===== config.mk =====
export PLATFORM = sky130hd
export DESIGN_NAME = bpm_div
export DESIGN_NICKNAME = d
export VERILOG_FILES = /design/src/hw/rtl/bpm_pkg.sv /design/src/hw/rtl/bpm_div.sv
export SDC_FILE = /design/constraint.sdc
export NUM_CORES = 1
export LEC_CHECK = 0
export ABC_AREA = 1
export BUFFER_PORTS_ARGS = -buffer_cell sky130_fd_sc_hd__buf_2
export CORE_ASPECT_RATIO = 0.75
export CORE_UTILIZATION = 42
export CTS_CLUSTER_DIAMETER = 100
export DETAILED_ROUTE_END_ITERATION = 10
export GPL_TIMING_DRIVEN = 0
export HOLD_SLACK_MARGIN = 0.06
export PLACE_DENSITY = 0.66
export SLEW_MARGIN = 10
export SYNTH_ARGS = -nofsm -noshare
export SYNTH_HDL_FRONTEND = slang
export SYNTH_SLANG_ARGS = --single-unit

===== constraint.sdc =====
create_clock -name clk -period 1.8 [get_ports clk]
set_input_delay 0.18 -clock clk [delete_from_list [all_inputs] [get_ports clk]]
set_output_delay 0.18 -clock clk [all_outputs]
set_load 0.01 [all_outputs]

===== src/hw/rtl/bpm_pkg.sv =====
// ----------------------------------------------------------------------------
// bpm_pkg
// Shared constants and types of the burst period meter.
// ----------------------------------------------------------------------------
package bpm_pkg;

    localparam int MAX_CHANNELS = 64;
    localparam int MAX_WINDOW   = 256;
    localparam int CH_W         = $clog2(MAX_CHANNELS);
    localparam int CNT_W        = CH_W + 1;
    localparam int POS_W        = $clog2(MAX_WINDOW);
    localparam int WIN_W        = POS_W + 1;
    localparam int CFG_IDX_W    = 2;
    localparam int CFG_DATA_W   = 16;
    localparam int DIV_W        = 64;
    localparam int DVS_W        = 33;
    localparam int MEAN_W       = 48;

    localparam logic [CFG_IDX_W-1:0] REG_NEURON_COUNT  = 2'd0;
    localparam logic [CFG_IDX_W-1:0] REG_THRESHOLD     = 2'd1;
    localparam logic [CFG_IDX_W-1:0] REG_WINDOW_LENGTH = 2'd2;

    typedef struct packed {
        logic [15:0] level;
        logic [31:0] prev_fall;
        logic [31:0] fall;
        logic [31:0] rise;
        logic [31:0] period;
        logic [31:0] active;
    } chan_entry_t;

    typedef struct packed {
        logic              en;
        logic [CH_W-1:0]   addr;
        chan_entry_t       data;
    } chan_wr_t;

    typedef struct packed {
        logic              en;
        logic [POS_W-1:0]  addr;
        logic [MEAN_W-1:0] period;
        logic [MEAN_W-1:0] active;
    } ring_wr_t;

    typedef struct packed {
        logic              start;
        logic [DIV_W-1:0]  dividend;
        logic [DVS_W-1:0]  divisor;
    } div_req_t;

endpackage


===== src/hw/rtl/bpm_div.sv =====
// ----------------------------------------------------------------------------
// bpm_div
// Restoring divider, one quotient bit per cycle.
// ----------------------------------------------------------------------------
module bpm_div import bpm_pkg::*;
(
    input  logic              clk,
    input  logic              rst_n,
    input  div_req_t          req,
    output logic              busy,
    output logic              done,
    output logic [DIV_W-1:0]  quotient
);

    localparam int STEP_W = $clog2(DIV_W) + 1;

    logic [DIV_W-1:0]  quo_reg;
    logic [DVS_W-1:0]  rem_reg;
    logic [DVS_W-1:0]  dvs_reg;
    logic [STEP_W-1:0] cnt_reg;
    logic              busy_reg;
    logic              done_reg;
    logic [DVS_W:0]    trial;
    logic              take;

    assign trial = {rem_reg, quo_reg[DIV_W-1]};
    assign take  = trial >= {1'b0, dvs_reg};

    always_ff @(posedge clk or negedge rst_n)
    begin
        if (!rst_n)
        begin
            quo_reg  <= '0;
            rem_reg  <= '0;
            dvs_reg  <= '0;
            cnt_reg  <= '0;
            busy_reg <= 1'b0;
            done_reg <= 1'b0;
        end
        else
        begin
            done_reg <= 1'b0;
            if (req.start && !busy_reg)
            begin
                quo_reg  <= req.dividend;
                rem_reg  <= '0;
                dvs_reg  <= req.divisor;
                cnt_reg  <= STEP_W'(DIV_W);
                busy_reg <= 1'b1;
            end
            else if (busy_reg)
            begin
                rem_reg <= take ? DVS_W'(trial - {1'b0, dvs_reg}) : trial[DVS_W-1:0];
                quo_reg <= {quo_reg[DIV_W-2:0], take};
                cnt_reg <= cnt_reg - STEP_W'(1);
                if (cnt_reg == STEP_W'(1))
                begin
                    busy_reg <= 1'b0;
                    done_reg <= 1'b1;
                end
            end
        end
    end

    assign busy     = busy_reg;
    assign done     = done_reg;
    assign quotient = quo_reg;

endmodule


==> flow_summary_export.csv <==
group,metric,value,unit
outcome,status,"finished with violations",
outcome,violations,"negative setup slack",
hold_path,min_path_type,"in -> reg",
run,cap_violations,0,
cells_and_area,synthToLayoutAreaGrowth,49.6,%
sta,setup_viol,34,
power,power_density,2350,nW/um2
worst_setup_path,crit_fanout,10,
global_route,grt_max_degree,98,
hold_path,hold-path-endpoint,"cnt_reg[2]",
synthesis,syn_area_per_cell,7.09,um2
cts,h-tree-depth,4,
synthesis,synth_edf_count,0,
worst_setup_path,r2r_end,"rem_reg[18]",
worst_setup_path,cp_top_family,"simple AND/OR/NAND/NOR gates",
worst_setup_path,crit_start,"dvs_reg[0]",
synthesis,async_flop_share,1.00,
worst_setup_path,critPathSlowestCell,"dfrtp_1",
route,viasPerCell,5.18,
cells_and_area,layout-drive-gt1-share,0.305,
hold_path,hold_depth,4,
synthesis,yosys.area_share.simple,0.342,
sta,timing.setup.tns,-10.02,ns
sta,setup_ws,-0.352,ns
floorplan,die_y,127,um
worst_setup_path,r2r_cells,13,
cells_and_area,multi_input_area,5230,um2
cts,clk_latency,0.43,ns
sta,grt_setup_unrepaired,"true",
synthesis,syn-instance-count,1226,
worst_setup_path,cp_num_buf_inv,3,
worst_setup_path,r2r_slack,-0.35,ns
global_route,overflow,0,
global_route,antenna_found_initial,0,
synthesis,synth_top_family_by_area,"simple AND/OR/NAND/NOR gates",
route,antenna_left,0,
cts,cts_max_path_buffers,2,
worst_setup_path,max_stage_delay,0.41,ns
cells_and_area,post-route-cell-area,13000,um2
placement,dpl.hpwl,21900,um
sta,period_needed,2.15,ns
power,ir_drop,0.992,mV
placement,io_buffer_count,165,
synthesis,yosys.area_share.xor_xnor,0.0151,
sta,relSlewSlack,0.521,
sta,whs,0.170,ns
sta,fin_crit_sh,1.20,
floorplan,dieArea,21300,um2
worst_setup_path,cp.required,2.16,ns
route,drc,0,
route,wirelength,32100,um
power,power.leakage,6.52,nW
cts,path_clk_slew,0.06,ns
worst_setup_path,path_class,"reg -> reg",
floorplan,pin_count,166,
floorplan,die_w,168,um
sta,hold_violations,0,
synthesis,yosysWarnings,0,
route,routedWlPerCell,17.4,um
synthesis,synth_ff_type,"dfrtp_1",
cells_and_area,largest_reg_flops,64,
route,first_iter_violations,801,
cts,cts_tree,"yes",
worst_setup_path,critPathLaunchType,"flip-flop",
cells_and_area,final_util,0.641,
worst_setup_path,reg2reg_from,"dvs_reg[0]",
global_route,grt_pass1_vias,9572,
placement,gp_congestion,0.925,
global_route,grtUsageTotal,0.311,
sta,slew_viol_final,0,
sta,max_freq,0.465,GHz
synthesis,ys_types,37,
floorplan,initial_core_util,0.429,
sta,worst_pin_slew,0.718,ns
floorplan,rows,45,
cells_and_area,fillers,1754,
worst_setup_path,path_cells,"ha_4, fa_2, inv_2, nand3_2, nand3_4, nand2_4, nand2_4, nand2_4, buf_6, buf_12, nand3b_1, nand3_2, nand2_1",
worst_setup_path,crit_arrival,2.51,ns
route,vias,9544,
cells_and_area,fin_nets,1706,
worst_setup_path,worstSetupEndpointType,"flip-flop",
synthesis,ys_ff_latch,139,
cells_and_area,num_antenna_cells,0,
global_route,grt_pass1_wl,50600,um
synthesis,synth_compound_area_frac,0.0914,
worst_setup_path,crit_top_cell,"nand2_4",
synthesis,synth_mux_area_frac,0,
synthesis,ys_seq_area_frac,0.400,
synthesis,syn-num-nets,1362,
placement,dpl-instance-area,10100,um2
hold_path,min_from,"req[97]",
cts,cts.sinks,139,
floorplan,coreArea,20300,um2
cts,root_buffer,"clkbuf_16",
route,first_pass_iters,6,
cells_and_area,seqCellArea,3480,um2
sta,finClkSkew,0.0148,ns
synthesis,synth_adder_area_share,0.0527,
cts,cts_buffers,17,
synthesis,syn_area,8690,um2
[worst max path at each step]
stage / endpoint / cells after the start
final: rem_reg[18] / 13
after global routing: rem_reg[18] / 15
after CTS: rem_reg[22] / 12
after detailed placement: rem_reg[18] / 12
after global placement: dvs_reg[28] / 1
after floorplan: rem_reg[22] / 14
[where the power goes]
part           internal (mW)  switching [mW]  total (mW)
sequential              4.80            1.22        6.01
clock                   1.96            1.62        3.58
combinational           8.98            12.0        20.9
total                   15.7            14.8        30.5
[cells in the mapped netlist, types with 13 or more instances]
cell type	count	area [um2]
o21ai_0	40	200
nand2_2	18	113
o221ai_1	14	123
a22oi_1	15	113
clkbuf_1	26	97.6
xnor2_1	13	114
a21oi_1	21	105
nand3b_1	23	173
o211ai_1	26	195
dfrtp_1	139	3480
nand3_1	73	365
nand2_1	489	1840
nor2_1	46	173
inv_1	168	631
ha_1	35	438
[cell type report]
cell class	count	area share
timing repair buffer	325	0.184
multi-input combinational	868	0.402
clock buffer	18	0.0330
clock inverter	14	0.0117
tap	258	0.0248
buffer	42	0.0247
sequential	139	0.268
inverter	177	0.0513
[metrics by stage]
stage,total power [mW],cells,worst slack [ns]
finish,30.5,1841,-0.352
floorplan,17.2,1226,-0.114
CTS,29.2,1839,-0.263
global route,32.9,1841,-0.442
detailed placement,21.7,1650,-0.649
global placement,21.4,1649,-1.52
[worst register-to-register path, cell delays in order (launching register included)]
cell and delay [ns]:
dfrtp_1 0.41, ha_4 0.18, fa_2 0.40, inv_2 0.09
nand3_2 0.08, nand3_4 0.12, nand2_4 0.07, nand2_4 0.07
nand2_4 0.09, buf_6 0.15, buf_12 0.14, nand3b_1 0.10
nand3_2 0.11, nand2_1 0.09
[routing by layer]
layer | routed length (um) | GRT usage
met5 | 0 | 0
met4 | 708 | 0.0984
met3 | 2540 | 0.0746
met2 | 14100 | 0.478
met1 | 14700 | 0.432
[cell families after synthesis]
kind of cell | Yosys count
AOI/OAI and AO/OA | 124
xor gates and xnor gates | 15
adders and majority gates | 36
buffers and inverters | 219
DFF | 139
and+or+nand+nor | 693
[what timing repair did]
action,CTS,global route
hold endpoints to repair,139,0
hold buffers,98,0
setup endpoints to repair,127,120
gates resized for setup,147,73
gates cloned,3,0
setup buffers,56,3
pin swaps,63,16
[layout by cell type (no fill, tap or decap), types with 3 or more instances in the layout]
cell	count
nand2_1	437
buf_2	166
inv_1	146
dfrtp_1	137
dlygate4sd3_1	98
nand2_2	55
nand3_1	55
buf_4	55
o21ai_0	40
nor2_1	35
ha_4	32
inv_2	30
o211ai_1	26
nand3b_1	23
nand3_2	18
clkbuf_16	17
nand2_4	16
a22oi_1	15
o221ai_1	14
xnor2_1	13
clkbuf_1	13
a21oi_1	12
nor2_2	11
nand4_1	11
buf_6	10
a21oi_2	8
nor2_4	8
clkbuf_2	7
nor3_1	7
inv_6	6
buf_8	5
clkbuf_4	4
buf_16	4
and2_1	3
buf_12	3
ha_1	3
clkinvlp_4	3
Power figures use the tool's default switching activity.
